<file path="src/rtl/rwsa_pkg.sv">
package rwsa_pkg;

  localparam int unsigned COORD_W    = 32;
  localparam int unsigned ANGLE_W    = 31;
  localparam int unsigned CFG_ADDR_W = 3;
  localparam int unsigned OFS_W      = 38;   // edge and plane offsets, Q.12
  localparam int unsigned NORM_W     = 31;   // magnitudes after joint scaling
  localparam int unsigned CORD_W     = 34;   // cordic x, y, z
  localparam int unsigned SQRT_STEPS = 32;
  localparam int unsigned CORD_STEPS = 30;
  localparam int unsigned FIFO_DEPTH = 4;
  localparam int unsigned FIFO_PTR_W = 2;

  localparam logic [CFG_ADDR_W-1:0] CFG_EDGE_A_LOW  = 3'd0;
  localparam logic [CFG_ADDR_W-1:0] CFG_EDGE_A_HIGH = 3'd1;
  localparam logic [CFG_ADDR_W-1:0] CFG_EDGE_B_LOW  = 3'd2;
  localparam logic [CFG_ADDR_W-1:0] CFG_EDGE_B_HIGH = 3'd3;
  localparam logic [CFG_ADDR_W-1:0] CFG_DISTANCE    = 3'd4;
  localparam logic [CFG_ADDR_W-1:0] CFG_ROT_COS     = 3'd5;
  localparam logic [CFG_ADDR_W-1:0] CFG_ROT_SIN     = 3'd6;

  localparam logic [COORD_W-1:0] ROT_COS_RESET = 32'h4000_0000;

  localparam logic signed [CORD_W-1:0] HALF_PI_Q30 = 34'sd1686629713;
  localparam logic [ANGLE_W-1:0]       MAX_ANGLE   = 31'd1686629713;

  typedef struct packed {
    logic [COORD_W-1:0] edge_a_low;
    logic [COORD_W-1:0] edge_a_high;
    logic [COORD_W-1:0] edge_b_low;
    logic [COORD_W-1:0] edge_b_high;
    logic [COORD_W-1:0] distance;
    logic [COORD_W-1:0] rot_cos;
    logic [COORD_W-1:0] rot_sin;
  } cfg_t;

  // offsets of one point, handed from front to back
  typedef struct packed {
    logic [OFS_W-1:0] a1;
    logic [OFS_W-1:0] a2;
    logic [OFS_W-1:0] b1;
    logic [OFS_W-1:0] b2;
    logic [OFS_W-1:0] d;
    logic             on_plane;
  } ofs_t;

  typedef struct packed {
    logic valid;
    logic on_plane;
  } side_t;

  // atan(2^-i) in Q2.30, truncated
  function automatic logic signed [CORD_W-1:0] atan_val(input int unsigned i);
    logic [31:0] v;
    case (i)
      0:  v = 32'h3243F6A8;
      1:  v = 32'h1DAC6705;
      2:  v = 32'h0FADBAFC;
      3:  v = 32'h07F56EA6;
      4:  v = 32'h03FEAB76;
      5:  v = 32'h01FFD55B;
      6:  v = 32'h00FFFAAA;
      7:  v = 32'h007FFF55;
      8:  v = 32'h003FFFEA;
      9:  v = 32'h001FFFFD;
      10: v = 32'h000FFFFF;
      11: v = 32'h0007FFFF;
      12: v = 32'h0003FFFF;
      13: v = 32'h0001FFFF;
      14: v = 32'h0000FFFF;
      15: v = 32'h00007FFF;
      16: v = 32'h00003FFF;
      17: v = 32'h00001FFF;
      18: v = 32'h00000FFF;
      19: v = 32'h000007FF;
      20: v = 32'h000003FF;
      21: v = 32'h000001FF;
      22: v = 32'h000000FF;
      23: v = 32'h0000007F;
      24: v = 32'h0000003F;
      25: v = 32'h0000001F;
      26: v = 32'h0000000F;
      27: v = 32'h00000007;
      28: v = 32'h00000003;
      29: v = 32'h00000001;
      default: v = 32'h0;
    endcase
    return $signed({2'b00, v});
  endfunction

endpackage

</file>
<file path="src/rtl/rwsa_fifo.sv">
module rwsa_fifo import rwsa_pkg::*; (
  input  logic clk_i,
  input  logic rst_ni,
  input  logic push_valid_i,
  output logic push_ready_o,
  input  ofs_t push_data_i,
  output logic pop_valid_o,
  input  logic pop_ready_i,
  output ofs_t pop_data_o
);

  ofs_t                  mem_q [FIFO_DEPTH];
  logic [FIFO_PTR_W-1:0] wr_ptr_q, rd_ptr_q;
  logic [FIFO_PTR_W:0]   count_q;
  logic                  push, pop;

  assign push_ready_o = (count_q != FIFO_PTR_W'(0) + (FIFO_PTR_W+1)'(FIFO_DEPTH));
  assign pop_valid_o  = (count_q != '0);
  assign pop_data_o   = mem_q[rd_ptr_q];
  assign push         = push_valid_i && push_ready_o;
  assign pop          = pop_valid_o && pop_ready_i;

  always_ff @(posedge clk_i) begin
    if (push) begin
      mem_q[wr_ptr_q] <= push_data_i;
    end
  end

  always_ff @(posedge clk_i or negedge rst_ni) begin
    if (!rst_ni) begin
      wr_ptr_q <= '0;
      rd_ptr_q <= '0;
      count_q  <= '0;
    end else begin
      if (push) wr_ptr_q <= wr_ptr_q + 1'b1;
      if (pop)  rd_ptr_q <= rd_ptr_q + 1'b1;
      if (push && !pop)      count_q <= count_q + 1'b1;
      else if (pop && !push) count_q <= count_q - 1'b1;
    end
  end

endmodule

</file>
<file path="config.mk">
export PLATFORM = sky130hd
export DESIGN_NAME = rwsa_fifo
export DESIGN_NICKNAME = d
export VERILOG_FILES = /design/src/rtl/rwsa_pkg.sv /design/src/rtl/rwsa_fifo.sv
export SDC_FILE = /design/constraint.sdc
export NUM_CORES = 1
export LEC_CHECK = 0
export ABC_CLOCK_PERIOD_IN_PS = 9310
export BUFFER_PORTS_ARGS = -buffer_cell sky130_fd_sc_hd__buf_2
export CAP_MARGIN = 20
export CELL_PAD_IN_SITES_DETAIL_PLACEMENT = 0
export CELL_PAD_IN_SITES_GLOBAL_PLACEMENT = 1
export CORE_MARGIN = 4
export CORE_UTILIZATION = 54
export CTS_CLUSTER_DIAMETER = 60
export DETAILED_ROUTE_END_ITERATION = 8
export PLACE_DENSITY_LB_ADDON = 0.1
export SYNTH_ARGS = -nofsm -noshare
export SYNTH_HDL_FRONTEND = slang
export SYNTH_SLANG_ARGS = --single-unit
export TNS_END_PERCENT = 10
</file>
<file path="constraint.sdc">
create_clock -name clk_i -period 9.31 [get_ports clk_i]
set_input_delay 2.793 -clock clk_i [delete_from_list [all_inputs] [get_ports clk_i]]
set_output_delay 2.793 -clock clk_i [all_outputs]
set_load 0.03 [all_outputs]
</file>
---- After elaboration in Yosys (flattened, before gate mapping) ----
Memories as Yosys holds them, arrays and structs flattened.
Index checks and enable logic that the tools add are counted.
storage, ports and cells
  register bits after elaboration ......... 7
  memory bits (writable) .................. 764
  input port bits ......................... 195
  output and inout bits ................... 193
  word-level logic and storage cells ...... 21
  memories kept ........................... 1
memories
  memory  words  bits a word  read ports  clocked after Yosys merged registers in  write ports  line             source
  mem_q   4      191          1           0                                        1            rwsa_fifo.sv:12  ofs_t mem_q [FIFO_DEPTH];
operators by class
  add/sub/neg operators ................... 4
  equality and inequality tests ........... 1
  muxes and demuxes ....................... 4
  reduce and logical (&&, ||, !) cells .... 8
operators with widths
  kind                                                                 number
  3-bit 2-to-1 mux                                                     2
  2-bit by 1-bit adder with 2-bit output (second input constant)       2
  1-bit logical AND                                                    4
  3-bit by 1-bit adder with 3-bit output (second input constant)       1
  3-bit != test (second input constant)                                1
  3-bit nonzero test                                                   1
  3-bit by 1-bit subtractor with 3-bit output (second input constant)  1
  1-bit zero test                                                      2
  1-bit 2-to-1 mux                                                     2
  2-bit nonzero test                                                   1

---- Depth between registers and ports, before layout ----
Gate-level depths: netlist of run 1.
  word-level depth ........................ 6
  depth in mapped cells ................... 8
  mapped depth without buffers ............ 8

---- Worst setup path after synthesis of run 1 ----
OpenSTA, ideal clock, no wires.
  kind .................................... input to register
  from .................................... in push_valid_i
  to ...................................... mem mem_q[0][0] (netlist bit) (enable)
  setup time .............................. 575 ps
  arrival ................................. 7453 ps
  required time ........................... 8735 ps
  setup slack ............................. 1282 ps
  stages on the path ...................... 2
  path buffers ............................ 0
  path through ............................ a21boi_2 and2_1
between the ends
  cells in the longest elaborated chain, start to end .. 3
ends and longest elaborated chain
  element                                 line             source
  start, declared                         rwsa_fifo.sv:4   input logic push_valid_i,
  1-bit logical AND                       rwsa_fifo.sv:20  assign push = push_valid_i && push_ready_o;
  1-bit 2-to-1 mux                        rwsa_fifo.sv:24  if (push) begin
  1-bit 2-to-1 mux (implied by the code)  rwsa_fifo.sv:25  mem_q[wr_ptr_q] <= push_data_i;
  end, declared                           rwsa_fifo.sv:12
Every way passes these cells.

==> results.md, run 1 <==
- Clk sink count: 771
- Time the worst path needs with I/O delays and setup: 5.90 ns
- Placed Area: ~0.031 mm2
- Worst relative slew slack: 0.302
- Fin area: about 0.033 mm2
- Initial antenna violation count: 19
- Area of the core: 0.0514 mm2
- Max cap viols: 0
- Final setup margin: around 3.4 ns
- Max VDD drop: ~0.25 mV
- Final Hold Fails: 0
- Delay-heaviest family, CP: flip-flops
- Clock network latency to the later pin of the worst-skew pair: approximately 0.6 ns
- Detailed Place HPWL: 32.5 mm
- Routed Antenna Nets: 0
- Synth top area cells: edfxtp_1 (82%), mux4_2 (15%), buf_12 (0.78%)
- Avg WL per Cell: 24.6 um
- Clk_skew: between 0.01 and 0.015 ns
- Die X: about 240 um
- Crit end category: primary output
- Post-CTS resize count: 0
- TritonCTS clock tree: done
- Worst Hold Class: reg -> reg
- Crit path kind: reg -> out
- Final slew viol count: 0
- Yosys top cell area share: 0.817
- Outcome: complete, no violations
- Power Density: roughly 350 mW/mm2
- Worst slew pin tran: roughly 1.0 ns
- Iter 0 DRT Violations: 678
- Area delta synth->final: 17.8%
- Required time worst endpoint: 6.52 ns
- Die height: 236 um
- Num CTS Buffers: 77
- GRT Total Usage: 0.197
- Root Buffer: clkbuf_16
- Switching share of power: 0.342
- Seq pwr share: 0.412
- FMAX: 0.170 GHz
- Final setup fails: 0
- Clock power share: 0.254
- P_int: 7660 uW
- # rows: 83
- Distinct cells, synth: 19
- Starting Density: 0.546
- Hold Slack: 0.533 ns
- PortBufs: 387
- Comb power frac: 0.335
- Vias in the first global route: 12900
- Crit path buf inv count: 2
- Syn Std Cell Area: 0.0281 mm2
- Global-route wire length before repair: 82.2 mm
- First-pass iteration count of the detailed router: 4
- Htree depth: 3
- Die ar.: 0.0557 mm2
- Synthesis-stage register bit count: 771
- Via Count: 12300
- Clock Path Buffers: 3
- # Post-CTS Setup Buffers: 0
- Syn. warnings: 0
- Post-Synthesis Cells: between 1000 and 1500
- GPL Wtd Cong: just over 0.7
- Setup tns final: 0 ns
- Fraction of layout cells with a size suffix above 1: 0.465
- Routed WL: 54.8 mm
- P_leak: 0.0112 uW
- DR vias/cell: 5.53
- Nets: approximately 1700
- Pre-CTS WS: around 3.8 ns
- Sequential fraction of the synthesis area: 0.823
- RSZ-0062 raised after global routing: no
- Filler cells: 3482
- CTS Hold Bufs: 0
- I/O pins: 388
- Reg clk slew, reported paths: 0.06 ns
- Arr. time, crit path: 3.11 ns
- Post-route clock period utilization: 0.634
- Post-synthesis average cell area: 27.2 um2
- Sw power: between 3000 and 4000 uW
- Post-Syn Nets: 1234
- Crit-path max FO: 99
- Crit-path cells: buf_12 -> mux4_2 -> buf_2
- Largest net degree at the start of global routing: 101
- Core utilization of the finished layout: 0.643
- Worst setup SP type: flip-flop
- DRC violations left: 0
- Cell taking the most area after synthesis: edfxtp_1
- Slowest cell on the critical path: dfrtp_4
- Aggregate global routing overflow: 0
- CP max stage delay: between 0.8 and 0.9 ns
[flip-flops by register name (all words and copies together) (netlist names)]
name,count
mem_q,764
count_q,3
wr_ptr_q,2
rd_ptr_q,2
[metrics by stage]
stage	power [uW]	instances
final	11600	2225
after global routing	12200	2217
after CTS	11800	2214
after detailed placement	8870	2072
after global placement	8830	2072
after floorplan	7880	1033
[path summary, 6_finish.rpt]
check                             from              end  slack, ns  depth (start not counted)
setup / recovery           rd_ptr_q[0]  pop_data_o[147]       3.41                          3
hold / removal              count_q[2]       count_q[2]       0.53                          1
setup reg to reg            count_q[0]    mem_q[2][165]       6.19                          4
hold reg to reg             count_q[2]       count_q[2]       0.53                          1
max in group asynchronous       rst_ni      rd_ptr_q[0]       7.11                          1
min in group asynchronous       rst_ni       count_q[2]       2.02                          1
[cell usage in the layout, fill, tap and decap left out, drive strengths merged, types with 4 or more instances in the layout]
| master | count |
|---|---|
| buf | 402 |
| and2 | 4 |
| edfxtp | 764 |
| diode | 11 |
| clkinv | 33 |
| mux4 | 191 |
| bufinv | 6 |
| ha | 5 |
| clkbuf | 96 |
| xnor2 | 4 |
| dfrtp | 7 |
| inv | 9 |
[cell usage after synthesis (all sizes together)]
| cell | instances |
|---|---|
| nand2 | 2 |
| nor2 | 2 |
| xnor2 | 4 |
| fa | 1 |
| a21boi | 1 |
| xor2 | 2 |
| and2 | 4 |
| dfrtp | 7 |
| or3 | 1 |
| mux2 | 2 |
| nand3 | 1 |
| mux4 | 191 |
| inv | 3 |
| edfxtp | 764 |
| ha | 5 |
| clkbuf | 3 |
| buf | 40 |
[final cells by class]
cell class,count,area (um2),area share
Inverter,3,11.3,0.000340
Sequential cell,771,23100,0.699
Antenna cell,11,27.5,0.000832
Clock inverter,46,388,0.0117
Clock buffer,96,2040,0.0617
Tap cell,680,851,0.0257
Multi-Input combinational cell,216,4530,0.137
Timing Repair Buffer,402,2100,0.0635
[routing by layer]
| metal | wire length [um] | vias up | GRT usage | share of wire |
|---|---|---|---|---|
| met5 | 128 | - | 0 | 0.0023 |
| met4 | 949 | 20 | 0.0470 | 0.017 |
| met3 | 4330 | 87 | 0.0713 | 0.079 |
| met2 | 27200 | 321 | 0.312 | 0.50 |
| met1 | 22200 | 6480 | 0.269 | 0.40 |
| li1 | - | 5403 | - | - |
[logic make-up after synthesis]
family / after synthesis / share of synthesized area
buf+inv: 46 / 0.0158
fa+ha+maj: 6 / 0.00294
mux: 193 / 0.154
simple gates: 10 / 0.00183
compound gates: 1 / 0.000401
flops: 771 / 0.823
xor+xnor: 6 / 0.00187
[power by group through the flow]
stage,sequential [uW],combinational (uW),clock [uW]
after CTS,4810,4000,3020
after global routing,4860,4130,3180
after floorplan,4890,2990,0
after global placement,4840,3990,0
after detailed placement,4880,3990,0
final,4790,3900,2950
(Power assumes the default switching activity.)
==> run 2: changes to the inputs <==
--- a/config.mk
+++ b/config.mk
@@ -5,13 +5,14 @@
 export SDC_FILE = /design/constraint.sdc
 export NUM_CORES = 1
 export LEC_CHECK = 0
-export ABC_CLOCK_PERIOD_IN_PS = 9310
+export ABC_AREA = 1
+export ABC_CLOCK_PERIOD_IN_PS = 5100
 export BUFFER_PORTS_ARGS = -buffer_cell sky130_fd_sc_hd__buf_2
 export CAP_MARGIN = 20
 export CELL_PAD_IN_SITES_DETAIL_PLACEMENT = 0
 export CELL_PAD_IN_SITES_GLOBAL_PLACEMENT = 1
 export CORE_MARGIN = 4
-export CORE_UTILIZATION = 54
+export CORE_UTILIZATION = 43
 export CTS_CLUSTER_DIAMETER = 60
 export DETAILED_ROUTE_END_ITERATION = 8
 export PLACE_DENSITY_LB_ADDON = 0.1
==> constraint.sdc (replaced) <==
create_clock -name clk_i -period 5.1 [get_ports clk_i]
set_input_delay 1.53 -clock clk_i [delete_from_list [all_inputs] [get_ports clk_i]]
set_output_delay 1.53 -clock clk_i [all_outputs]
set_load 0.03 [all_outputs]
==> run 2 against run 1 <==
Clock skew increased by 0.0012 ns. Wire length increased by 26%. Largest cell class unchanged. Cell area increased by 9.5%. Setup slack got worse by 2.6 ns. Combinational power increased by 130%. Global-route usage decreased by 2.0 points. Register-to-register slack got worse by 3.6 ns.
==> results.md, run 2 <==
- Post-route clock period utilization: 0.838
- Worst setup SP type: flip-flop
- Num CTS Buffers: 81
- Synthesis-stage register bit count: around 770
- Largest net degree at the start of global routing: between 150 and 200
- Time the worst path needs with I/O delays and setup: 4.27 ns
- GRT Total Usage: 0.177
- Largest regs: mem_q (764), count_q (3)
- Most frequent CP cell: nand2_1
- Synth top area cells: edfxtp_1 (74%), o211ai_1 (9.2%), nand2_1 (7.1%)
- Post-synthesis average cell area: 13.6 um2
- R2r startpoint: count_q[0]
- PortBufs: 387
- Filler cells: 6209
- Routed WL: between 60 and 70 mm
- FMAX: approximately 0.23 GHz
- Arr. time, crit path: 2.74 ns
- GPL Wtd Cong: 0.740
- Vias in the first global route: 17600
- Die X: 277 um
- Crit-path cells: inv_16 -> buf_4 -> nand2_1 -> o211ai_1 -> nand2_1 -> buf_2
- Clock Path Buffers: 3
- Placed Cells: approximately 3500
- Crit path buf inv count: 3
- Final slew viol count: 0
- Worst hold path startpoint: count_q[2]
- Number of flops mapped to enable cells by yosys: approximately 760
- Max FFs per register: 764
- Global-route wire length before repair: 105 mm
- Worst Hold Class: reg -> reg
- Die ar.: roughly 0.077 mm2
- Root Buffer: clkbuf_16
- Ys flop type: edfxtp_1
- Via Count: 17900
- Synth cell count leaders: edfxtp_1 (764), nand2_1 (590), inv_1 (397)
- Yosys top cell area share: 0.738
- P_leak: 0.0145 uW
- Final Hold Fails: 0
- Initial antenna violation count: 17
- Distinct cells, synth: 19
- Crit end category: primary output
- Post-synth ARST share: 0.00908
- Starting Density: 0.434
- Hold Slack: ~0.51 ns
- DR vias/cell: 4.85
- Delay-heaviest family, CP: buffers and inverters
- Routed Antenna Nets: 0
- Fraction of layout cells with a size suffix above 1: 0.199
- Detailed Place HPWL: 42.2 mm
- # Post-CTS Setup Buffers: 0
- DRC violations left: 0
- Clock network latency to the later pin of the worst-skew pair: 0.62 ns
- Syn. warnings: 0
- Post-CTS resize count: 0
- Clk_skew: about 0.011 ns
- Final Non-Filler Cells: 3701
- Worst relative slew slack: 0.400
- Clk sink count: 771
- Cell with the most instances after synthesis: edfxtp_1
- Required time worst endpoint: approximately 3.6 ns
- Aggregate global routing overflow: 0
- First-pass iteration count of the detailed router: 5
- Crit path kind: reg -> out
- Max VDD drop: 0.421 mV
- Post-Syn Nets: 2488
- Avg WL per Cell: 18.7 um
- Commonest non-fill, non-tap cells in the layout: edfxtp_1 (764), nand2_1 (590), inv_1 (396)
- TritonCTS clock tree: done
- Final setup fails: 0
- Sequential fraction of the synthesis area: 0.744
- Area of the core: just over 0.07 mm2
- Worst slew pin tran: 0.897 ns
- Crit-path max FO: 170
- Power Density: 640 mW/mm2
- # rows: a little under 100
- Cell taking the most area after synthesis: edfxtp_1
- Slowest cell on the critical path: buf_4
- Htree depth: 3
- Iter 0 DRT Violations: 912
- Area delta synth->final: 16.6%
- CTS Hold Bufs: 0
- Max cap viols: 0
- Post-Synthesis Cells: 2287
- Crit. Startpoint: rd_ptr_q[0]
- Reg with most FFs: mem_q
- Core utilization of the finished layout: 0.506
- RSZ-0062 raised after global routing: no
- Nets: 2873
- Die height: 277 um
- Syn Std Cell Area: 0.0311 mm2
- CP max stage delay: about 0.52 ns
- Reg clk slew, reported paths: 0.06 ns
- Outcome: complete, no violations
- I/O pins: 388
- Commonest non-fill, non-tap cell in the layout: edfxtp_1
- Total power: around 23000 uW
-- run 2: cell count changes in the layout (fill, tap and decap cells not counted), moves of 5 or more --
cell | before | now
nand3_1 | 1 | 7
o211ai_1 | 0 | 382
nand2_1 | 2 | 590
clkinv_1 | 14 | 25
buf_12 | 4 | 25
buf_4 | 11 | 16
inv_1 | 3 | 396
mux4_2 | 191 | 0
-- run 2: logic make-up after synthesis --
logic type	Yosys count	share of synthesized area
AO/OA/AOI/OAI	383	0.0925
XOR/XNOR	1	0.000282
adder cells (fa/ha/maj)	6	0.00266
buffers and inverters	524	0.0874
flip-flops	771	0.744
AND/OR/NAND/NOR	602	0.0731
-- run 2: report_power, final --
part	switching (uW)	internal, uW	leakage, uW
sequential	290	8310	0.00708
clock	2340	3240	0.00125
combinational	6660	2330	0.00613
total	9290	13900	0.0145
-- run 2: tightest hold or removal path, stage by stage, from the launching register on --
cell	delay (ns)
dfrtp_1	0.37
nand2_1	0.06
nand2_1	0.05
-- run 2: path summary, 6_finish.rpt --
check	slack, ns	depth (start not counted)	endpoint
worst max-delay path	0.83	6	pop_data_o[39]
worst max register to register	2.59	5	mem_q[3][17]
min in group asynchronous	0.75	1	rd_ptr_q[0]
max in group asynchronous	4.15	1	rd_ptr_q[1]
worst min-delay path	0.51	2	count_q[2]
worst min register to register	0.51	2	count_q[2]
-- run 2: area by class of cell --
cell class              count  area (um2)  area share
inverters                 398        1520      0.0418
flip-flops and latches    771       23100       0.638
diodes                     12        30.0    0.000829
clock buffers              97        2130      0.0588
well taps                 950        1190      0.0328
multi-input cells         992        5270       0.145
repair buffers            428        2560      0.0706
clock inverters            53         407      0.0112
-- run 2: metrics by stage --
stage / cell area, um2 / setup TNS [ns] / setup WS, ns
after floorplan: 31100 / -1576.71 / -2.06
after global placement: 33600 / 0 / 1.48
after detailed placement: 33600 / 0 / 1.49
after CTS: 36200 / 0 / 0.820
after global routing: 36200 / 0 / 0.640
final: 36200 / 0 / 0.826
-- run 2: per-layer routing --
metal | GRT usage | wire length (um) | vias to the layer above
li1 | - | - | 8824
met1 | 0.218 | 28700 | 8638
met2 | 0.308 | 34500 | 358
met3 | 0.0448 | 4070 | 119
met4 | 0.0530 | 1820 | 8
met5 | 0 | 55 | -
==> run 3: changes to the inputs <==
--- a/config.mk
+++ b/config.mk
@@ -6,13 +6,13 @@
 export NUM_CORES = 1
 export LEC_CHECK = 0
 export ABC_AREA = 1
-export ABC_CLOCK_PERIOD_IN_PS = 5100
+export ABC_CLOCK_PERIOD_IN_PS = 4150
 export BUFFER_PORTS_ARGS = -buffer_cell sky130_fd_sc_hd__buf_2
 export CAP_MARGIN = 20
 export CELL_PAD_IN_SITES_DETAIL_PLACEMENT = 0
 export CELL_PAD_IN_SITES_GLOBAL_PLACEMENT = 1
 export CORE_MARGIN = 4
-export CORE_UTILIZATION = 43
+export CORE_UTILIZATION = 48
 export CTS_CLUSTER_DIAMETER = 60
 export DETAILED_ROUTE_END_ITERATION = 8
 export PLACE_DENSITY_LB_ADDON = 0.1
==> constraint.sdc (replaced) <==
create_clock -name clk_i -period 4.15 [get_ports clk_i]
set_input_delay 1.245 -clock clk_i [delete_from_list [all_inputs] [get_ports clk_i]]
set_output_delay 1.245 -clock clk_i [all_outputs]
set_load 0.03 [all_outputs]
==> run 3 against run 2 <==
Sequential share of layout area down 0.075 points. Non-clock buffer count up 10. Count of clock-buffer cells in the layout down 1. Sequential cell count unchanged. Setup slack got worse by 0.54 ns. Clock power rose by 25%. Cell area increased by 0.12%. Critical endpoint is now pop_data_o[84].
==> results.md, run 3 (synthesized netlist as in run 2, its figures left out) <==
- RSZ-0062 raised after global routing: no
- Initial antenna violation count: 21
- Avg WL per Cell: 18.5 um
- Worst Hold Class: in -> async
- Crit-path max FO: 156
- Flop2flop setup slack: 1.87 ns
- Aggregate global routing overflow: 0
- # rows: 93
- Sequential cell area: 0.0231 mm2
- Clock Path Buffers: 3
- GRT Total Usage: 0.190
- Required time worst endpoint: 2.90 ns
- Crit path kind: reg -> out
- Post-route clock period utilization: 0.931
- Power Density: around 790 mW/mm2
- Clock network latency to the later pin of the worst-skew pair: 0.61 ns
- Area delta synth->final: 16.7%
- P_leak: around 0.015 uW
- Commonest non-fill, non-tap cell in the layout: edfxtp_1
- Max FFs per register: 764
- # Post-CTS Setup Buffers: 0
- Most frequent CP cell: nand2_1
- FMAX: 0.259 GHz
- Max VDD drop: roughly 0.56 mV
- GPL Wtd Cong: 0.744
- Time the worst path needs with I/O delays and setup: 3.86 ns
- Final Hold Fails: 0
- Largest net degree at the start of global routing: 157
- Multi-input logic area: 0.00528 mm2
- Starting Density: 0.484
- Reg with most FFs: mem_q
- Detailed Place HPWL: 41.2 mm
- Crit-path cells: inv_16 -> buf_12 -> nand2_1 -> o211ai_1 -> nand2_1 -> buf_2
- Root Buffer: clkbuf_16
- Nets: 2882
- Worst slew pin tran: 0.819 ns
- First-pass iteration count of the detailed router: 5
- Fraction of layout cells with a size suffix above 1: 0.203
- Reg clk slew, reported paths: 0.06 ns
- Core utilization of the finished layout: 0.564
- Slowest cell on the critical path: dfrtp_1
- Crit end category: primary output
- Die height: 262 um
- PortBufs: slightly below 400
- Routed Antenna Nets: 0
- Worst relative slew slack: 0.453
- TritonCTS clock tree: done
- Final Non-Filler Cells: 3613
- Placed Cells: 3454
- I/O pins: between 300 and 400
- Clk sink count: 771
- DR vias/cell: around 5
- DRC violations left: 0
- Outcome: complete, no violations
- Iter 0 DRT Violations: 831
- CTS Hold Bufs: 0
- Arr. time, crit path: 2.62 ns
- Area of the core: 0.0642 mm2
- Global-route wire length before repair: just over 100 mm
- Largest regs: mem_q (764), count_q (3)
- Clk_skew: 0.0125 ns
- Final setup fails: 0
- Die X: 262 um
- Routed WL: roughly 67 mm
- Num CTS Buffers: 80
- Via Count: ~18000
- Die ar.: 0.0689 mm2
- Filler cells: roughly 5300
- Htree depth: 3
- Commonest non-fill, non-tap cells in the layout: edfxtp_1 (764), nand2_1 (589), inv_1 (396)
- Final slew viol count: 0
- Post-CTS resize count: 0
- CP max stage delay: 0.50 ns
- Max cap viols: 0
- Total power: about 29000 uW
- Vias in the first global route: 17200
- Worst setup SP type: flip-flop
## run 3: power breakdown
group | switching (uW) | internal (uW)
Combinational | 8210 | 2940
Sequential | 316 | 10200
Clock | 2810 | 4140
Total | 11300 | 17300
## run 3: per-layer routing
| layer | part of all wire | vias up | wire length [um] | global-route usage |
|---|---|---|---|---|
| met2 | 0.50 | 381 | 33300 | 0.324 |
| met5 | 0.0014 | - | 95 | 0 |
| met1 | 0.41 | 8642 | 27300 | 0.236 |
| met3 | 0.066 | 102 | 4410 | 0.0556 |
| met4 | 0.023 | 16 | 1520 | 0.0600 |
| li1 | - | 8840 | - | - |
## run 3: critical path, delay by kind of cell (launching register included)
kind,cells,cell delay [ns]
buf+inv,3,0.93
compound gates,1,0.10
flops,1,0.50
simple gates,2,0.20
## run 3: cell type report
cell class / instances / area share
tap: 855 / 0.0295
clock inverter: 49 / 0.0121
multi-input combinational: 992 / 0.146
clock buffer: 96 / 0.0586
sequential: 771 / 0.638
inverter: 398 / 0.0418
antenna: 14 / 0.000966
timing repair buffer: 438 / 0.0736
## run 3: final timing paths
kind                              from             end  cells after the start
max                        rd_ptr_q[0]  pop_data_o[84]                      6
max in group asynchronous       rst_ni     rd_ptr_q[1]                      1
min                             rst_ni     wr_ptr_q[1]                      1
min in group clk_i          count_q[0]      count_q[0]                      1
min reg2reg                 count_q[0]      count_q[0]                      1
max reg2reg                 count_q[0]   mem_q[3][130]                      5
## run 3: metrics by stage
stage / setup TNS, ns / setup WS, ns / hold WS [ns] / area (um2)
after floorplan: -352.41 / -0.478 / 0.463 / 31100
after CTS: 0 / 0.317 / 0.431 / 36200
after global placement: 0 / 1.04 / 0.479 / 33700
after global routing: 0 / 0.151 / 0.446 / 36200
final: 0 / 0.288 / 0.468 / 36300
after detailed placement: 0 / 0.972 / 0.528 / 33700
